===== config.mk =====
export PLATFORM = sky130hd
export DESIGN_NAME = gred_cell
export DESIGN_NICKNAME = d
export VERILOG_FILES = /design/src/hw/rtl/gred_pkg.sv /design/src/hw/rtl/gred_cell.sv
export SDC_FILE = /design/constraint.sdc
export NUM_CORES = 1
export LEC_CHECK = 0
export BUFFER_PORTS_ARGS = -buffer_cell sky130_fd_sc_hd__buf_2
export CAP_MARGIN = 20
export CORE_AREA = 2 2 39 41
export CTS_BUF_LIST = sky130_fd_sc_hd__clkbuf_8
export DETAILED_ROUTE_END_ITERATION = 10
export DIE_AREA = 0 0 41 43
export SYNTH_ARGS = -nofsm -noshare
export SYNTH_HDL_FRONTEND = slang
export SYNTH_SLANG_ARGS = --single-unit

===== constraint.sdc =====
create_clock -name clock -period 1.2 [get_ports clock]
set_input_delay 0.36 -clock clock [delete_from_list [all_inputs] [get_ports clock]]
set_output_delay 0.36 -clock clock [all_outputs]
set_load 0.01 [all_outputs]

===== src/hw/rtl/gred_pkg.sv =====
// Shared types, constants and functions for the grayscale erode/dilate filter.
package gred_pkg;

   localparam int PIX_W   = 8;
   localparam int DIM_W   = 11;
   localparam int WIN_W   = 4;
   localparam int HW_W    = 3;
   localparam int TOT_W   = 22;
   localparam int CFG_W   = 11;
   localparam int CSR_A_W = 3;
   localparam int FDEPTH  = 16;
   localparam int PEND_W  = $clog2(FDEPTH + 1);

   typedef enum logic [CSR_A_W-1:0] {
      CSR_FRAME_WIDTH  = 3'd0,
      CSR_FRAME_HEIGHT = 3'd1,
      CSR_WINDOW_WIDTH = 3'd2,
      CSR_WINDOW_HEIGHT = 3'd3,
      CSR_TAKE_MAX     = 3'd4
   } csr_idx_type;

   typedef struct packed {
      logic item;
      logic step;
      logic vstep;
      logic out;
      logic fe;
      logic last;
   } tok_type;

   typedef struct packed {
      logic             valid;
      logic             par;
      logic [PIX_W-1:0] val;
   } tap_type;

   typedef struct packed {
      logic             fe;
      logic [PIX_W-1:0] pix;
   } out_type;

   function automatic logic [PIX_W-1:0] red_ident(input logic tmax);
      return tmax ? '0 : '1;
   endfunction

   function automatic logic [PIX_W-1:0] red2(input logic [PIX_W-1:0] a,
                                             input logic [PIX_W-1:0] b,
                                             input logic tmax);
      if (tmax) begin
         return (b > a) ? b : a;
      end
      return (b < a) ? b : a;
   endfunction

   function automatic logic [HW_W-1:0] half_of(input logic [WIN_W-1:0] win, input int cap);
      logic [WIN_W-1:0] odd;
      odd = win | WIN_W'(1);
      if (int'(odd) > cap) begin
         odd = WIN_W'(cap);
      end
      return HW_W'(odd >> 1);
   endfunction

endpackage


===== src/hw/rtl/gred_cell.sv =====
// One tap of the horizontal window chain: holds a column result, passes it on.
module gred_cell (
   input  logic             clock,
   input  logic             reset,
   input  logic             shift,
   input  logic             kill,
   input  gred_pkg::tap_type din,
   output gred_pkg::tap_type q
);
   import gred_pkg::*;

   logic             valid_ff;
   logic             par_ff;
   logic [PIX_W-1:0] val_ff;

   always_ff @(posedge clock) begin
      if (reset) begin
         valid_ff <= 1'b0;
      end else if (shift) begin
         valid_ff <= din.valid & ~kill;
      end else if (kill) begin
         valid_ff <= 1'b0;
      end
      if (shift) begin
         par_ff <= din.par;
         val_ff <= din.val;
      end
   end

   assign q = '{valid: valid_ff, par: par_ff, val: val_ff};

endmodule


==> flow_summary.ini <==
[placement]
buffer_ports.inserted = 23
place_congestion = 0.588

[route]
vias = 213
post_drt_wl_per_cell_um = 10.1
drc = 0
vias_per_cell = 3.87
drt_iter0_markers = 3
route.antenna.remaining_nets = 0
firstDrtPassIters = 2
drt_wl_total_um = 557

[sta]
max_freq_mhz = 915
setup_viol = 0
slew_headroom_pct = 85.5
worstMarginPinSlew_ns = 0.217
skew_ns = 0
rsz0062_at_grt = false
fin_tns_setup_ns = 0
min_period_over_period_pct = 91.0
finalHoldViolCount = 0
period_needed_ns = 1.09
slew_viol_final = 0

[yosys]
ys_types = 5
syn-cell-area_sq_um = 325
synth_cells = 14
synth_edf_count = 9
ys.flop_type = edfxtp_1
yosysWarnings = 0
muxShareOfSynthArea_pct = 3.08
yosys-top-cells-count = edfxtp_1 (9), buf_4 (2), dfxtp_1 (1), mux2i_1 (1), nor3_2 (1)
synth_simple_gate_area_share_pct = 3.08
ys_ff_latch = 10
syn_area_per_cell_sq_um = 23.2
async_flop_share_pct = 0
yosys-top-cells-area = edfxtp_1 (83%), dfxtp_1 (6.2%), buf_4 (4.6%)
synth_largest_area_cell = edfxtp_1
synth_most_common_cell = edfxtp_1
yosysSeqAreaShare_pct = 89.2
syn-num-nets = 28
synth_top_family_by_area = buffers and inverters
synth_top_area_share_pct = 83.1
synth_compound_area_share_pct = 0
synth_xor_area_share_pct = 0
synth-adder-area-share_pct = 0

[grt]
grt_pass1_vias = 210
grt_pass1_wl_um = 800
grt_start_max_net_pins = 11
grt-ovfl-total = 0
antenna_found_initial = 0
grtUsageTotal_pct = 7.55

[cells_and_area]
areaGrowthSynthToFinish_pct = 53.8
final-seq-area_sq_um = 290
nets = 54
drive_gt1_share_pct = 71.8
n_antenna_cell = 0
nFillCells = 135
multi_input_area_sq_um = 20.0

[power_and_ir_drop]
cellPowerDensity_nw_per_um2 = 1770
vdd_ir_drop_max_v = 0.000774
leakage_nw = 0.225
finalPower_mw = 0.885

[floorplan]
dieArea_sq_um = 1760
rows = 14
ios = 24
initial_core_util_pct = 23.5
die_w_um = 41
fp.dieH_um = 43
core_area_sq_um = 1380

[clocking]
cts_buffers = 3
root_buffer = clkbuf_8
ctsResizeCount = 0
post_cts_buffers = 0
clock_latency_ns = 0.23
cts_buffer_depth = 2
h-tree-depth = 1
cts_tree = done
clock_sinks = 10
cts_hold_buffers = 0
clk_pin_slew_ns = 0.05

[setup_path]
critPathBufInv = 1
crit_path_end_kind = primary output
cp.required_ns = 0.84
cpMaxStageDelayCell = edfxtp_1
crit_fanout = 1
crit_family = flip-flops
start_kind = register
max_stage_delay_ns = 0.36
crit_arrival_ns = 0.73
worstSetupPathType = reg -> out
critical_path.cell_chain = buf_2

[job]
drv_cap = 0

[outcome]
status = finished, final reports clean

[hold_path]
hp-class = in -> reg
## cells in the final DEF, fill, tap and decap left out, drive strengths merged
master  count
buf        23
mux2i       1
edfxtp      9
clkbuf      4
dfxtp       1
nor3        1
## metal layers
layer  track usage [%]  vias to the layer above  wire [um]
li1                  -                      101          -
met2              11.3                       21        238
met4              6.00                        0          0
met5                 0                        -          0
met3              4.71                        0        100
met1              6.78                       91        218
## per-stage QoR
stage / cells / utilization [%] / hold slack, ns / instance area [sq um] / setup WS (ns)
finish: 55 / 36.2 / 0.295 / 500 / 0.108
global route: 55 / 36.2 / 0.288 / 500 / 0.0566
CTS: 55 / 36.2 / 0.290 / 500 / 0.0904
detailed placement: 51 / 32.2 / 0.527 / 445 / 0.203
global placement: 51 / 32.2 / 0.512 / 445 / 0.224
floorplan: 14 / - / 0.429 / 325 / 0.364
## power breakdown
group / switching [mW] / internal (mW) / total, mW / leakage [nW]
sequential: 0.00594 / 0.409 / 0.415 / 0.0962
combinational: 0.0341 / 0.0328 / 0.0670 / 0.0995
clock: 0.116 / 0.287 / 0.403 / 0.0288
total: 0.156 / 0.729 / 0.885 / 0.225
## worst paths after layout
path / startpoint / to / slack, ns / cells after the start
hold reg to reg: valid_ff$_SDFFE_PP0P_ / valid_ff$_SDFFE_PP0P_ / 0.54 / 2
setup / recovery: val_ff[7]$_DFFE_PP_ / q[7] / 0.11 / 1
setup reg to reg: valid_ff$_SDFFE_PP0P_ / valid_ff$_SDFFE_PP0P_ / 0.59 / 2
hold / removal: kill / valid_ff$_SDFFE_PP0P_ / 0.29 / 2
## cell families (layout without fill, tap and decap cells)
logic type,count (synthesis),after routing
and+or+nand+nor,1,1
buffers and inverters,2,27
DFF,10,10
muxes,1,1
## area by class of cell
class	count	area share, %
Sequential cell	10	58.0
Multi-Input combinational cell	2	4.00
Tap cell	16	4.00
Timing Repair Buffer	23	23.0
Clock buffer	4	11.0
## registers in the layout (all words and copies together), names as in the netlist
| name | count |
|---|---|
| par_ff | 1 |
| val_ff | 8 |
| valid_ff | 1 |
Power figures use the tool's default switching activity.
