$ cat config.mk
export PLATFORM = sky130hd
export DESIGN_NAME = gred_ofifo
export DESIGN_NICKNAME = d
export VERILOG_FILES = /design/src/hw/rtl/gred_pkg.sv /design/src/hw/rtl/gred_ofifo.sv
export SDC_FILE = /design/constraint.sdc
export NUM_CORES = 1
export LEC_CHECK = 0
export BUFFER_PORTS_ARGS = -buffer_cell sky130_fd_sc_hd__buf_2
export CORE_UTILIZATION = 50
export DETAILED_ROUTE_END_ITERATION = 8
export GPL_TIMING_DRIVEN = 0
export PLACE_DENSITY = 0.67
export SKIP_LAST_GASP = 1
export SLEW_MARGIN = 20
export SYNTH_ARGS = -nofsm -noshare
export SYNTH_HDL_FRONTEND = slang
export SYNTH_SLANG_ARGS = --single-unit
$ cat constraint.sdc
create_clock -name clock -period 2.3 [get_ports clock]
set_input_delay 0.115 -clock clock [delete_from_list [all_inputs] [get_ports clock]]
set_output_delay 0.115 -clock clock [all_outputs]
set_load 0.1 [all_outputs]
$ cat src/hw/rtl/gred_pkg.sv
// Shared types, constants and functions for the grayscale erode/dilate filter.
package gred_pkg;

   localparam int PIX_W   = 8;
   localparam int DIM_W   = 11;
   localparam int WIN_W   = 4;
   localparam int HW_W    = 3;
   localparam int TOT_W   = 22;
   localparam int CFG_W   = 11;
   localparam int CSR_A_W = 3;
   localparam int FDEPTH  = 16;
   localparam int PEND_W  = $clog2(FDEPTH + 1);

   typedef enum logic [CSR_A_W-1:0] {
      CSR_FRAME_WIDTH  = 3'd0,
      CSR_FRAME_HEIGHT = 3'd1,
      CSR_WINDOW_WIDTH = 3'd2,
      CSR_WINDOW_HEIGHT = 3'd3,
      CSR_TAKE_MAX     = 3'd4
   } csr_idx_type;

   typedef struct packed {
      logic item;
      logic step;
      logic vstep;
      logic out;
      logic fe;
      logic last;
   } tok_type;

   typedef struct packed {
      logic             valid;
      logic             par;
      logic [PIX_W-1:0] val;
   } tap_type;

   typedef struct packed {
      logic             fe;
      logic [PIX_W-1:0] pix;
   } out_type;

   function automatic logic [PIX_W-1:0] red_ident(input logic tmax);
      return tmax ? '0 : '1;
   endfunction

   function automatic logic [PIX_W-1:0] red2(input logic [PIX_W-1:0] a,
                                             input logic [PIX_W-1:0] b,
                                             input logic tmax);
      if (tmax) begin
         return (b > a) ? b : a;
      end
      return (b < a) ? b : a;
   endfunction

   function automatic logic [HW_W-1:0] half_of(input logic [WIN_W-1:0] win, input int cap);
      logic [WIN_W-1:0] odd;
      odd = win | WIN_W'(1);
      if (int'(odd) > cap) begin
         odd = WIN_W'(cap);
      end
      return HW_W'(odd >> 1);
   endfunction

endpackage

$ cat src/hw/rtl/gred_ofifo.sv
// Result queue between the filter pipeline and the output channel.
module gred_ofifo #(
   parameter int DEPTH = 16
) (
   input  logic              clock,
   input  logic              reset,
   input  logic              push,
   input  gred_pkg::out_type din,
   input  logic              pop,
   output logic              valid,
   output gred_pkg::out_type dout
);
   import gred_pkg::*;

   localparam int PTR_W = (DEPTH > 1) ? $clog2(DEPTH) : 1;
   localparam int CNT_W = $clog2(DEPTH + 1);

   out_type            mem_ff [DEPTH];
   logic [PTR_W-1:0]   wr_ff, wr_in, rd_ff, rd_in;
   logic [CNT_W-1:0]   cnt_ff, cnt_in;

   always_comb begin
      wr_in  = wr_ff;
      rd_in  = rd_ff;
      cnt_in = cnt_ff + CNT_W'(push) - CNT_W'(pop);
      if (push) begin
         wr_in = (wr_ff == PTR_W'(DEPTH - 1)) ? '0 : wr_ff + PTR_W'(1);
      end
      if (pop) begin
         rd_in = (rd_ff == PTR_W'(DEPTH - 1)) ? '0 : rd_ff + PTR_W'(1);
      end
   end

   always_ff @(posedge clock) begin
      if (reset) begin
         wr_ff  <= '0;
         rd_ff  <= '0;
         cnt_ff <= '0;
      end else begin
         wr_ff  <= wr_in;
         rd_ff  <= rd_in;
         cnt_ff <= cnt_in;
      end
      if (push) begin
         mem_ff[wr_ff] <= din;
      end
   end

   assign valid = (cnt_ff != '0);
   assign dout  = mem_ff[rd_ff];

endmodule

==> qor.yml <==
power_and_ir_drop:
  power.leakage_uw: 0.00257
  p_per_area_mw_per_mm2: 905
  ir_drop_uv: 689
yosys:
  synth_flop_cell: "edfxtp_1"
  yosysUniqueCellTypes: 36
  avgSynthCellArea_um2: 19.6
  synth_top_family_by_area: "multiplexers"
  post_synth_mux_area_share_pct: 14.2
  ys_ff_latch: 161
  ys_warn_count: 0
  synth_xor_area_share_pct: 0.546
  synth.cell_area_mm2: 0.00641
  synth_edf_count: 144
  synth_compound_area_share_pct: 2.96
  synth-simple-area-share_pct: 4.78
  syn_nets: 353
  synthAdderAreaFrac_pct: 2.46
  synth-seq-area-share_pct: 72.7
  async_reset_ff_share_pct: 0
  syn_inst: 328
final_layout:
  syn2layout_area_growth_pct: 19.3
  mostFrequentLayoutCells: "144 x edfxtp_1, 26 x mux4_2, 19 x clkbuf_16"
  layout_commonest_cell: "edfxtp_1"
  drive_gt1_share_pct: 31.0
  fin_area_mm2: 0.00765
  num-nets-final: 402
  fin_util_pct: 60.9
  num_antenna_cells: 0
  nFillCells: 900
clock_network:
  cts_buffers: 17
  clk_latency_ns: 0.42
  clockRootBuffer: "clkbuf_16"
  ctsHtreeMaxLevel: 4
  path_clk_slew_ns: 0.06
  clock_sinks: 161
  cts_max_path_buffers: 2
  cts_tree: "done"
placed_design:
  dp_hpwl_um: 7530
  gp_congestion: 0.761
  placed_area_mm2: 0.00674
  port_buffers: 22
  place_ws_ns: 0.0413
sta:
  holdWs_ns: 0.0678
  fin_ws_ns: 0.00719
  period_share_pct: 99.7
  rsz0062_at_grt: "yes"
  fin_skew_ns: 0.00544
  max_freq_mhz: 436
  finalHoldViolCount: 0
  slew_headroom_pct: 56.5
  worst_pin_slew_ns: 0.652
  setup_viol: 0
  min_period_ns: 2.29
  slew_violations: 0
global_routing:
  grt_max_degree: 17
  gr-usage-all-layers_pct: 20.3
  grt_pass1_vias: 3180
  grt_pass1_wl_um: 18300
  busiest_layer: "met2"
  antenna_found_initial: 1
  grt-ovfl-total: 0
  use_met3_pct: 5.80
  grt_util_met2_pct: 32.4
  use_met1_pct: 26.5
route:
  drtIter0Drc: 228
  via_per_inst: 5.63
  wl_per_cell_um: 22.2
  drcViolationCount: 0
  drtAntennaViolNets: 0
  drt_pass1_iterations: 5
  totalWireLength_um: 12500
  dr_total_vias: 3164
setup_path:
  critPathRequiredTime_ns: 2.18
  critPathLaunchType: "register"
  worstSetupPathType: "register to output pin"
  crit_fanout: 5
  critPathCaptureType: "output pin"
  arrival_ns: 2.18
run_status:
  status: "complete, no violations"
floorplanning:
  io_pins: 23
  core_area_mm2: 0.0126
  dieArea_mm2: 0.0133
  start_util_pct: 51.0
  die_w_um: 115
  dieHeight_um: 115
  num_rows: 41
hold_path:
  worstHoldPathType: "input port to register"
job:
  max_cap_violations: 0
==> per-stage QoR <==
stage | instances | total power (uW) | TNS, ns
after floorplan | 328 | 3930 | 0
after global placement | 522 | 4090 | 0
after detailed placement | 522 | 4110 | 0
after CTS | 558 | 6900 | -0.0525
after global routing | 562 | 7150 | -0.0943
final | 562 | 6920 | 0
==> Yosys cell counts (all sizes together), types with 3 or more instances <==
master / instances / area [um^2]
and2: 17 / 106
buf: 8 / 75.1
nor2: 11 / 41.3
xor2: 3 / 26.3
dfxtp: 17 / 340
ha: 11 / 138
nor2b: 4 / 25.0
nand3: 5 / 25.0
mux4: 36 / 867
a21oi: 6 / 30.0
nand2: 16 / 60.1
inv: 10 / 37.5
edfxtp: 144 / 4320
a22oi: 18 / 135
clkbuf: 4 / 28.8
==> routing by layer <==
metal  vias up  part of all wire [%]
li1       1413                     -
met1      1639                    42
met2        94                    50
met3        16                   6.1
met4         2                   1.4
met5         -                  0.10
==> worst max-delay path, stage by stage (launching register included) <==
cell	delay [ns]
dfxtp_4	0.37
buf_8	0.13
clkbuf_16	0.16
mux4_1	0.58
a22oi_2	0.23
nand2_2	0.11
buf_12	0.18
==> where the power goes <==
part           leakage [uW]  switching [uW]  internal (uW)
Sequential          0.00144            35.8           3250
Combinational      0.000851             529            355
Clock              0.000282            1070           1680
==> flip-flops by register name (all words and copies together), names as in the netlist, named ones only <==
name / cells
mem_ff: 144
cnt_ff: 5
rd_ff: 4
wr_ff: 4
==> area by class of cell <==
class / count / area (um^2) / share of cell area [%]
plain buffers: 13 / 143 / 1.86
clock buffers: 18 / 429 / 5.61
clock inverters: 14 / 146 / 1.91
inverters: 10 / 37.5 / 0.491
multi-input cells: 144 / 1680 / 21.9
flip-flops and latches: 161 / 4670 / 61.0
well taps: 172 / 215 / 2.81
repair buffers: 30 / 333 / 4.35
==> what timing repair did <==
| item | 4_1_cts | 5_1_grt |
|---|---|---|
| gates resized for setup | 41 | 32 |
| hold endpoints to repair | 3 | 0 |
| endpoints found under the setup margin | 9 | 9 |
| gates cloned | 0 | 2 |
| buffers inserted | 3 | 2 |
| pin swaps | 6 | 13 |
| hold buffers | 1 | 0 |
==> cells by family (layout without fill, tap and decap cells) <==
logic type | count (synthesis) | in the layout
flops | 161 | 161
mux | 40 | 40
simple gates | 60 | 60
xor+xnor | 4 | 4
buf+inv | 23 | 85
fa+ha+maj | 12 | 12
compound gates | 28 | 28
==> final timing paths <==
path | start | endpoint | slack (ns) | cells after the start
min | push | cnt_ff[0]$_SDFF_PP0_ | 0.07 | 3
max | register | dout[6] | 0.007 | 6
max reg2reg | cnt_ff[0]$_SDFF_PP0_ | cnt_ff[4]$_SDFF_PP0_ | 0.44 | 10
min reg2reg | rd_ff[3]$_SDFFE_PP0P_ | rd_ff[3]$_SDFFE_PP0P_ | 0.52 | 2
Power figures use the tool's default switching activity.
